`config.mk`:
```
export PLATFORM = sky130hd
export DESIGN_NAME = fifo_queue_with_reverse_dump_unit
export DESIGN_NICKNAME = d
export VERILOG_FILES = /design/src/rtl/fqrd_pkg.sv /design/src/rtl/fqrd_ram.sv /design/src/rtl/fifo_queue_with_reverse_dump_unit.sv
export SDC_FILE = /design/constraint.sdc
export NUM_CORES = 1
export LEC_CHECK = 0
export BUFFER_PORTS_ARGS = -buffer_cell sky130_fd_sc_hd__buf_2
export CAP_MARGIN = 20
export CORE_MARGIN = 10
export CORE_UTILIZATION = 60
export DETAILED_ROUTE_END_ITERATION = 6
export GPL_TIMING_DRIVEN = 0
export PLACE_DENSITY = 0.78
export RECOVER_POWER = 25
export SYNTH_ARGS = -nofsm -noshare
export SYNTH_HDL_FRONTEND = slang
export SYNTH_HIERARCHICAL = 1
export SYNTH_SLANG_ARGS = --single-unit
```
`constraint.sdc`:
```
create_clock -name clk_i -period 6.4 [get_ports clk_i]
set_input_delay 0.32 -clock clk_i [delete_from_list [all_inputs] [get_ports clk_i]]
set_output_delay 0.32 -clock clk_i [all_outputs]
set_load 0.01 [all_outputs]
```
`src/rtl/fqrd_pkg.sv`:
```
// shared types and codes for the fifo queue with reverse dump
// no dependencies
package fqrd_pkg;

  localparam int unsigned WordW   = 32;
  localparam int unsigned CountOW = 5;

  localparam logic [2:0] ACT_ENQ   = 3'd0;
  localparam logic [2:0] ACT_DEQ   = 3'd1;
  localparam logic [2:0] ACT_RHEAD = 3'd2;
  localparam logic [2:0] ACT_RTAIL = 3'd3;
  localparam logic [2:0] ACT_DUMP  = 3'd4;

  localparam logic [1:0] STAT_OK    = 2'd0;
  localparam logic [1:0] STAT_EMPTY = 2'd1;
  localparam logic [1:0] STAT_FULL  = 2'd2;

  typedef struct packed {
    logic [2:0]              action;
    logic signed [WordW-1:0] value;
  } in_t;

  typedef struct packed {
    logic signed [WordW-1:0] data;
    logic signed [WordW-1:0] head_word;
    logic signed [WordW-1:0] tail_word;
    logic [CountOW-1:0]      count;
    logic                    is_empty;
    logic [1:0]              status;
    logic                    last;
  } out_t;

endpackage

```
`src/rtl/fqrd_ram.sv`:
```
// generic ram: one write port, two read ports, registered read data
// no dependencies
module fqrd_ram #(
  parameter int unsigned Width = 32,
  parameter int unsigned Depth = 16
) (
  input  logic                     clk_i,
  input  logic                     we_i,
  input  logic [$clog2(Depth)-1:0] waddr_i,
  input  logic [Width-1:0]         wdata_i,
  input  logic [$clog2(Depth)-1:0] raddr_a_i,
  output logic [Width-1:0]         rdata_a_o,
  input  logic [$clog2(Depth)-1:0] raddr_b_i,
  output logic [Width-1:0]         rdata_b_o
);

  logic [Width-1:0] mem_q [Depth];
  logic [Width-1:0] rdata_a_q;
  logic [Width-1:0] rdata_b_q;

  always_ff @(posedge clk_i) begin
    if (we_i) begin
      mem_q[waddr_i] <= wdata_i;
    end
    rdata_a_q <= mem_q[raddr_a_i];
    rdata_b_q <= mem_q[raddr_b_i];
  end

  assign rdata_a_o = rdata_a_q;
  assign rdata_b_o = rdata_b_q;

endmodule

```
`src/rtl/fifo_queue_with_reverse_dump_unit.sv`:
```
// fifo queue of signed words with a newest-first dump
// the result strobe is registered after the exec, look and fin states; busy drops as it shows
// dump of n words: n strobes, each after a store read (drd) and an output step (dout)
// the pace is set by the single store with registered reads (act, read back, report)
// reset clears pointers and count; store contents stay undefined, no clearing pass
// results are shown for one cycle each, the receiver cannot stall
module fifo_queue_with_reverse_dump_unit
  import fqrd_pkg::*;
#(
  parameter int unsigned DEPTH = 16
) (
  input  logic clk_i,
  input  logic rst_ni,
  input  logic start,
  output logic busy,
  input  in_t  in_i,
  output logic res_strobe_o,
  output out_t res_o
);

  localparam int unsigned AW = $clog2(DEPTH);
  localparam int unsigned CW = $clog2(DEPTH + 1);
  localparam logic [AW-1:0] LastIdx = AW'(DEPTH - 1);

  typedef enum logic [5:0] {
    ST_IDLE = 6'b000001,
    ST_EXEC = 6'b000010,
    ST_LOOK = 6'b000100,
    ST_FIN  = 6'b001000,
    ST_DRD  = 6'b010000,
    ST_DOUT = 6'b100000
  } state_e;

  state_e state_q, state_d;
  logic [AW-1:0] head_q, head_d, tail_q, tail_d, idx_q, idx_d;
  logic [CW-1:0] count_q, count_d, rem_q, rem_d;
  logic          deq_ok_q, deq_ok_d;
  logic          strobe_q, strobe_d;

  logic [2:0]              act_q, act_d;
  logic signed [WordW-1:0] val_q, val_d;
  logic signed [WordW-1:0] data_q, data_d, hw_q, hw_d, tw_q, tw_d;
  logic [1:0]              status_q, status_d;
  out_t                    out_q, out_d;

  logic             we;
  logic [AW-1:0]    waddr, raddr_a, newest;
  logic [WordW-1:0] rdata_a, rdata_b;
  logic             empty;
  logic signed [WordW-1:0] hw_rd, tw_rd;

  assign empty  = (count_q == '0);
  assign newest = (tail_q == '0) ? LastIdx : tail_q - AW'(1);
  assign raddr_a = (state_q == ST_DRD) ? idx_q : head_q;
  assign waddr   = (act_q == ACT_ENQ) ? tail_q :
                   (act_q == ACT_RHEAD) ? head_q : newest;
  assign hw_rd = empty ? '0 : rdata_a;
  assign tw_rd = empty ? '0 : rdata_b;

  fqrd_ram #(
    .Width(WordW),
    .Depth(DEPTH)
  ) u_store (
    .clk_i    (clk_i),
    .we_i     (we),
    .waddr_i  (waddr),
    .wdata_i  (val_q),
    .raddr_a_i(raddr_a),
    .rdata_a_o(rdata_a),
    .raddr_b_i(newest),
    .rdata_b_o(rdata_b)
  );

  always_comb begin
    state_d  = state_q;
    head_d   = head_q;
    tail_d   = tail_q;
    idx_d    = idx_q;
    count_d  = count_q;
    rem_d    = rem_q;
    deq_ok_d = deq_ok_q;
    strobe_d = 1'b0;
    act_d    = act_q;
    val_d    = val_q;
    data_d   = data_q;
    hw_d     = hw_q;
    tw_d     = tw_q;
    status_d = status_q;
    out_d    = out_q;
    we       = 1'b0;

    case (state_q)
      ST_IDLE: begin
        if (start) begin
          act_d   = in_i.action;
          val_d   = in_i.value;
          state_d = ST_EXEC;
        end
      end
      ST_EXEC: begin
        status_d = STAT_OK;
        deq_ok_d = 1'b0;
        case (act_q)
          ACT_ENQ: begin
            if (count_q == CW'(DEPTH)) begin
              status_d = STAT_FULL;
            end else begin
              we      = 1'b1;
              tail_d  = (tail_q == LastIdx) ? '0 : tail_q + AW'(1);
              count_d = count_q + CW'(1);
            end
          end
          ACT_DEQ: begin
            // store read of the old head is in flight this cycle
            if (empty) begin
              status_d = STAT_EMPTY;
            end else begin
              deq_ok_d = 1'b1;
              head_d   = (head_q == LastIdx) ? '0 : head_q + AW'(1);
              count_d  = count_q - CW'(1);
            end
          end
          ACT_RHEAD, ACT_RTAIL: begin
            if (empty) begin
              status_d = STAT_EMPTY;
            end else begin
              we = 1'b1;
            end
          end
          default: begin
          end
        endcase
        state_d = ST_LOOK;
      end
      ST_LOOK: begin
        // dequeued word arrives now; head and newest reads are issued
        data_d  = deq_ok_q ? rdata_a : '0;
        state_d = ST_FIN;
      end
      ST_FIN: begin
        if (act_q == ACT_DUMP && !empty) begin
          hw_d    = hw_rd;
          tw_d    = tw_rd;
          idx_d   = newest;
          rem_d   = count_q;
          state_d = ST_DRD;
        end else begin
          out_d.data      = data_q;
          out_d.head_word = hw_rd;
          out_d.tail_word = tw_rd;
          out_d.count     = CountOW'(count_q);
          out_d.is_empty  = empty;
          out_d.status    = status_q;
          out_d.last      = 1'b1;
          strobe_d        = 1'b1;
          state_d         = ST_IDLE;
        end
      end
      ST_DRD: begin
        state_d = ST_DOUT;
      end
      ST_DOUT: begin
        out_d.data      = rdata_a;
        out_d.head_word = hw_q;
        out_d.tail_word = tw_q;
        out_d.count     = CountOW'(count_q);
        out_d.is_empty  = 1'b0;
        out_d.status    = STAT_OK;
        out_d.last      = (rem_q == CW'(1));
        strobe_d        = 1'b1;
        idx_d           = (idx_q == '0) ? LastIdx : idx_q - AW'(1);
        rem_d           = rem_q - CW'(1);
        state_d         = (rem_q == CW'(1)) ? ST_IDLE : ST_DRD;
      end
      default: begin
        state_d = ST_IDLE;
      end
    endcase
  end

  always_ff @(posedge clk_i or negedge rst_ni) begin
    if (!rst_ni) begin
      state_q  <= ST_IDLE;
      head_q   <= '0;
      tail_q   <= '0;
      count_q  <= '0;
      idx_q    <= '0;
      rem_q    <= '0;
      deq_ok_q <= 1'b0;
      strobe_q <= 1'b0;
    end else begin
      state_q  <= state_d;
      head_q   <= head_d;
      tail_q   <= tail_d;
      count_q  <= count_d;
      idx_q    <= idx_d;
      rem_q    <= rem_d;
      deq_ok_q <= deq_ok_d;
      strobe_q <= strobe_d;
    end
  end

  always_ff @(posedge clk_i) begin
    act_q    <= act_d;
    val_q    <= val_d;
    data_q   <= data_d;
    hw_q     <= hw_d;
    tw_q     <= tw_d;
    status_q <= status_d;
    out_q    <= out_d;
  end

  assign busy         = (state_q != ST_IDLE);
  assign res_strobe_o = strobe_q;
  assign res_o        = out_q;

endmodule
```
== After elaboration in Yosys (flattened, before gate mapping) ==
Memory sizes are Yosys's and may differ from the RTL's. A register that Yosys moved wholly into a read port is not among the register bits.
Index checks and enable logic that the tools add are counted.

* Register bits: 268
* RAM bits: 512
* Input bits: 38
* Output and inout bits: 107
* Word-level logic and storage cells: 102
* Memories kept: 1

{| class="wikitable"
|+ Memories
! memory !! words !! bits a word !! rd ports !! clocked after memory_dff !! write ports !! RTL line !! source
|-
| u_store.mem_q || 16 || 32 || 2 || 2 || 1 || fqrd_ram.sv:17 || <nowiki>logic [Width-1:0] mem_q [Depth];</nowiki>
|}

* Add/sub/neg operators: 7
* Equality and inequality tests: 20
* Muxes and demuxes: 34
* Bitwise operators: 2
* Reduce and logical (&&, ||, !) cells: 17

{| class="wikitable"
|+ Operators with widths
! cell !! number
|-
| 105-bit case mux with 2 select lines || 1
|-
| 105-bit 2-to-1 mux || 1
|-
| 32-bit 2-to-1 mux || 2
|-
| 6-bit case mux with 6 select lines || 1
|-
| 4-bit 2-to-1 mux || 8
|-
| 5-bit 2-to-1 mux || 5
|-
| 5-bit case mux with 2 select lines || 2
|-
| 2-bit != test, second input constant || 5
|-
| 5-bit by 1-bit subtractor with 5-bit output, second input constant || 2
|-
| 4-bit by 1-bit adder with 4-bit output, second input constant || 2
|-
| 4-bit == test, second input constant || 2
|-
| 4-bit logical NOT || 2
|-
| 1-bit 2-to-1 mux || 8
|-
| 4-bit case mux with 2 select lines || 1
|-
| 2-bit AND reduction || 4
|-
| 4-bit by 1-bit subtractor with 4-bit output, second input constant || 2
|-
| 3-bit by 2-bit == test with 1-bit output, second input constant || 2
|-
| 6-bit by 1-bit == test with 1-bit output, second input constant || 1
|-
| 6-bit by 2-bit == test with 1-bit output, second input constant || 1
|-
| 6-bit by 3-bit == test with 1-bit output, second input constant || 1
|-
| 6-bit by 4-bit == test with 1-bit output, second input constant || 1
|-
| 6-bit by 5-bit == test with 1-bit output, second input constant || 1
|-
| 6-bit == test, second input constant || 1
|-
| 6-bit 2-to-1 mux || 1
|-
| other kinds (19) || 23
|}

== Depth between registers and ports, before layout ==
* Depth after elaboration: 6
* Depth in mapped cells: 10
* Gate-level depth less buffers: 9

== By module ==
The synthesis kept the hierarchy.

{| class="wikitable"
|+ Modules (own cells, without submodules)
! module !! times used !! cells each !! area an instance (µm²) !! sequential area each (µm²)
|-
| fqrd_ram || 1 || 1,141 || 24,188.2 || 16,656.0
|-
| fifo_queue_with_reverse_dump_unit || 1 || 745 || 10,994.3 || 7,898.8
|}

== Worst setup path before layout ==
Ideal clock, no wire load.

* Path kind: register -> register
* From: reg state_q[4]
* To: mem u_store.mem_q[0][0] (enable)
* Library setup time: 0.461 ns
* Data arrival time: 4.041 ns
* Data required time: 5.939 ns
* Path slack: 1.898 ns
* Stages on the path, launching flop included: 9
* Path buffers: 1
* Clock period less this slack: 4.502 ns
* Cell sequence: dfrtp_1 > clkbuf_8 > nor4_2 > nand3b_1 > clkinv_2 > nand3_1 > nand2_1 > or3b_2 > nor3_1

* Longest elaborated chain between the ends: 4

{| class="wikitable"
|+ RTL lines
! item !! RTL line !! source
|-
| start, declared || fifo_queue_with_reverse_dump_unit.sv:34 || <nowiki>state_e state_q, state_d;</nowiki>
|-
| start signal, assigned || fifo_queue_with_reverse_dump_unit.sv:192 || <nowiki>state_q <= state_d;</nowiki>
|-
| 6-bit by 2-bit == test with 1-bit output || fifo_queue_with_reverse_dump_unit.sv:92 || <nowiki>case (state_q)</nowiki>
|-
| 1-bit 2-to-1 mux || fifo_queue_with_reverse_dump_unit.sv:92 ||
|-
| via we || fifo_queue_with_reverse_dump_unit.sv:46 || <nowiki>logic we;</nowiki>
|-
| 1-bit 2-to-1 mux || fqrd_ram.sv:22 || <nowiki>if (we_i) begin</nowiki>
|-
| 1-bit 2-to-1 mux (implied by the code) || fqrd_ram.sv:23 || <nowiki>mem_q[waddr_i] <= wdata_i;</nowiki>
|-
| end, declared || fqrd_ram.sv:17 ||
|}

The timed path passes the listed nets, and every way through them passes these cells.

== Worst setup path in the final report ==
* From: reg tail_q[0]
* To: mem u_store.mem_q[12][14] (enable)

* Longest elaborated chain between the ends: 4
* Elaborated cells on any way between the ends: 5
* Those cells by class: add/sub (1); mux (3); reduce/logical (1)

{| class="wikitable"
|+ RTL lines
! item !! RTL line !! source
|-
| start, declared || fifo_queue_with_reverse_dump_unit.sv:35 || <nowiki>logic [AW-1:0] head_q, head_d, tail_q, tail_d, idx_q, idx_d;</nowiki>
|-
| start signal, assigned || fifo_queue_with_reverse_dump_unit.sv:194 || <nowiki>tail_q <= tail_d;</nowiki>
|-
| 4-bit by 1-bit subtractor with 4-bit output or 4-bit logical NOT (tied branches) || fifo_queue_with_reverse_dump_unit.sv:53 || <nowiki>assign newest = (tail_q == '0) ? LastIdx : tail_q - AW'(1);</nowiki>
|-
| 4-bit 2-to-1 mux (*) || fifo_queue_with_reverse_dump_unit.sv:53 ||
|-
| via newest[3] || fifo_queue_with_reverse_dump_unit.sv:47 || <nowiki>logic [AW-1:0] waddr, raddr_a, newest;</nowiki>
|-
| 4-bit 2-to-1 mux (*) || fifo_queue_with_reverse_dump_unit.sv:56 || <nowiki>(act_q == ACT_RHEAD) ? head_q : newest;</nowiki>
|-
| 4-bit 2-to-1 mux (*) || fifo_queue_with_reverse_dump_unit.sv:55 || <nowiki>assign waddr = (act_q == ACT_ENQ) ? tail_q :</nowiki>
|-
| via waddr[3] || fifo_queue_with_reverse_dump_unit.sv:47 ||
|}

Mark *: on every way through the listed nets, which the timed path passes. The rest lies on a longest branch.

==> impl_metrics.env <==
export IMPL_cts_clk_slew_worst_paths_ns=0.06
export IMPL_final_area_um2=40540
export IMPL_io_buffer_count=144
export IMPL_grt_start_max_net_pins=75
export IMPL_synth_seq_cells=844
export IMPL_layout_drive_gt1_share_pct=31.10
export IMPL_insertedDiodeCount=0
export IMPL_async_reset_ff_share_pct=3.555
export IMPL_worst_pin_slew_ns=1.733
export IMPL_max_stage_delay_ns=0.86
export IMPL_fp_coreArea_um2=57920
export IMPL_hold_path_startpoint="in_i[16]"
export IMPL_antenna_violating_nets_post_route=0
export IMPL_setup_worst_path_start_class="register"
export IMPL_die_w_um=262.2
export IMPL_final_setup_tns_ns=0
export IMPL_min_path_cells=2
export IMPL_timing_hold_worst_class="in2reg"
export IMPL_post_route_drc_count=0
export IMPL_report_final_setup_viol=0
export IMPL_syn_avg_cell_area_um2=18.65
export IMPL_path_class="reg2reg"
export IMPL_grt_resource_usage_total_pct=25.68
export IMPL_post_synth_top_area_fraction_pct=64.01
export IMPL_floorplan_die_area_um2=68720
export IMPL_clockRootBuffer="sky130_fd_sc_hd__clkbuf_16"
export IMPL_die_height_um=262.2
export IMPL_antenna_found_initial=4
export IMPL_placed_area_um2=37520
export IMPL_final_fill_count=3511
export IMPL_timing_critical_path_slowest_stage_cell="sky130_fd_sc_hd__o31ai_1"
export IMPL_timing_hold_ws_ns=0.3950
export IMPL_path_delay_family="simple AND/OR/NAND/NOR gates"
export IMPL_first_global_vias=20790
export IMPL_syn_cell_area_um2=35180
export IMPL_layout_min_cycle_time_ns=4.429
export IMPL_regToRegStartpoint="tail_q[0]"
export IMPL_worstReg2RegEnd="u_store/mem_q[12][14]"
export IMPL_synthToLayoutAreaGrowth_pct=15.21
export IMPL_detailroute_via_count=19780
export IMPL_timing_max_transition_violations_final=31
export IMPL_io_pin_count=145
export IMPL_grt_first_pass_wirelength_um=130400
export IMPL_routed_length_per_placed_instance_um=28.76
export IMPL_worstRegToRegCells=12
export IMPL_worst_endpoint_arrival_ns=4.76
export IMPL_mappedNetlistNets=1934
export IMPL_post_synth_main_area_contributors="sky130_fd_sc_hd__edfxtp_1 (64%), sky130_fd_sc_hd__mux4_2 (16%), sky130_fd_sc_hd__dfxtp_1 (3.6%)"
export IMPL_dominant_register_cell_in_the_synthesized_netlist="sky130_fd_sc_hd__edfxtp_1"
export IMPL_power_density_cell_area_nw_per_um2=414.5
export IMPL_vdd_drop_max_uv=259.8
export IMPL_vias_per_cell=6.553
export IMPL_drtIter0Drc=2485
export IMPL_clockBufferDepth=3
export IMPL_yosys_warnings=6
export IMPL_htree_num_levels=3
export IMPL_violations="max-capacitance violations, max-slew violations"
export IMPL_hpwl_um=57760
export IMPL_run_status="complete, but fails checks"
export IMPL_drt_pass1_iterations=7
export IMPL_total_leakage_power_uw=0.01380
export IMPL_count_of_hold_fix_buffers_inserted_at_cts=37
export IMPL_cap_violations=1
export IMPL_synthCells=1886
export IMPL_number_of_cts_inserted_buffers=83
export IMPL_yosysTopAreaCell="sky130_fd_sc_hd__edfxtp_1"
export IMPL_cts_setup_buffers=0
export IMPL_gp_weighted_congestion=0.8492
export IMPL_min_period_over_period_pct=69.20
export IMPL_fin_worst_skew_ns=0.01766
export IMPL_total_power_uw=16800
export IMPL_critPathMaxFanout=9
export IMPL_globalRouteOverflowTotal=0
export IMPL_postCtsResizedCells=0
export IMPL_synth_sequential_area_ratio_pct=69.79
export IMPL_floorplan_rows=88
export IMPL_finish_cell_count_without_fillers=3019
export IMPL_endpoint_required_time_on_the_critical_path_ns=6.73
export IMPL_worst_hold_path_endpoint="val_q[16]"
export IMPL_rsz0062_at_grt="no"
export IMPL_place_inst=2827
export IMPL_synth_enable_flop_cells=750
export IMPL_starting_utilization_of_the_core_area_pct=60.75
export IMPL_tritoncts_clock_tree="yes"
export IMPL_cp_buffers_inverters=5
export IMPL_num_nets_final=2232
export IMPL_yosysUniqueCellTypes=59
export IMPL_finalHoldViolations=0
export IMPL_max_slew_margin_pct=-15.55
export IMPL_clkSinkCount=844
export IMPL_insertion_delay_to_the_later_sink_of_the_worst_skew_pair_ns=0.64
export IMPL_fmaxAchievable_mhz=225.8
export IMPL_aggregate_routed_wire_length_um=86820
export IMPL_critical_path_cell_chain="clkbuf_1, inv_1, ha_1, a21oi_1, o31ai_1, nor2_1, a21oi_1, nand3_1, nor3_2, buf_8, buf_6, buf_6"
export IMPL_ff2ff_setup_slack_ns=1.97
export IMPL_cp_end_kind="register"
-- cells in the final DEF (no fill, tap or decap), drive strengths merged, types with 29 or more instances in the layout --
master and n:
dlygate4sd3 37, clkbuf 171, nand2 184, buf 242, mux4 256, dfxtp 64
nor2 33, and2 100, edfxtp 750, dfrtp 29, a22oi 128, mux2 66
-- metrics by stage --
step                utilization (%)  setup slack (ns)
global route                  69.99             1.626
detailed placement            64.79             2.070
floorplan                         -             1.898
global placement              63.64            -1.218
CTS                           69.99             2.020
finish                        69.99             1.972
-- cell families after synthesis --
group,count (synthesis),share of synthesized area [%]
AOI/OAI and AO/OA,187,3.841
and+or+nand+nor,370,5.167
muxes,327,18.64
adders and majority gates,10,0.3770
xor gates and xnor gates,8,0.1991
DFF,844,69.79
buffers and inverters,140,1.981
-- area by class of cell --
type                            count  area (µm²)  area share (%)
Multi-Input combinational cell    902       10060           24.82
Inverter                           20       78.83          0.1945
Tap cell                          765       957.2           2.361
Clock inverter                     38       335.3          0.8272
Buffer                            120       620.6           1.531
Sequential cell                   844       24550           60.58
Timing Repair Buffer              213        1618           3.991
Clock buffer                      117        2308           5.695
-- state kept, by name (all words and copies together) (netlist names), 2 cells and up --
name and count:
u_store/mem_q 512, res_o 105, data_q 32, hw_q 32, tw_q 32, u_store/rdata_a_o 32
u_store/rdata_b_o 32, val_q 32, state_q 6, count_q 5, rem_q 5, head_q 4
idx_q 4, tail_q 4, act_q 3, status_q 2
-- synthesized netlist by cell type (4+ instances only) --
master,instances
sky130_fd_sc_hd__o21ai_0,24
sky130_fd_sc_hd__a22oi_1,128
sky130_fd_sc_hd__nand2_1,183
sky130_fd_sc_hd__mux4_2,256
sky130_fd_sc_hd__nor3_1,8
sky130_fd_sc_hd__nor2_1,32
sky130_fd_sc_hd__dfrtp_1,29
sky130_fd_sc_hd__buf_2,24
sky130_fd_sc_hd__clkbuf_8,5
sky130_fd_sc_hd__and2_1,100
sky130_fd_sc_hd__a21oi_1,11
sky130_fd_sc_hd__mux2_2,66
sky130_fd_sc_hd__nand3_1,9
sky130_fd_sc_hd__xor2_1,4
sky130_fd_sc_hd__xnor2_1,4
sky130_fd_sc_hd__buf_1,22
sky130_fd_sc_hd__dfxtp_1,64
sky130_fd_sc_hd__ha_1,9
sky130_fd_sc_hd__nor2b_1,5
sky130_fd_sc_hd__o31ai_1,4
sky130_fd_sc_hd__buf_4,18
sky130_fd_sc_hd__clkbuf_1,48
sky130_fd_sc_hd__mux2i_1,5
sky130_fd_sc_hd__nand2b_1,5
sky130_fd_sc_hd__nand4_1,5
sky130_fd_sc_hd__inv_1,19
sky130_fd_sc_hd__nand3b_1,7
sky130_fd_sc_hd__a31oi_1,4
sky130_fd_sc_hd__edfxtp_1,750
-- worst max-delay path by stage --
| stage | from | to | slack (ns) | depth (start not counted) |
|---|---|---|---|---|
| after floorplan | state_q[4] | u_store/mem_q[0][0] | 1.90 | 8 |
| after global placement | tail_q[0] | u_store/mem_q[12][13] | -1.22 | 9 |
| after detailed placement | tail_q[0] | u_store/mem_q[12][14] | 2.07 | 12 |
| after CTS | tail_q[0] | u_store/mem_q[12][14] | 2.02 | 12 |
| after global routing | tail_q[0] | u_store/mem_q[12][14] | 1.63 | 12 |
| final | tail_q[0] | u_store/mem_q[12][14] | 1.97 | 12 |
-- routing by layer --
metal,global-route usage (%),wire length [µm]
met3,6.887,10440
met4,9.880,2834
met5,0,9
met2,41.95,42780
met1,32.73,30760
-- power by group --
group          switching (µW)  internal (µW)  total, µW
Sequential                384           6690       7080
Combinational            2860           2140       5000
Clock                    2030           2700       4730
Total                    5270          11500      16800
(Power assumes the default switching activity.)
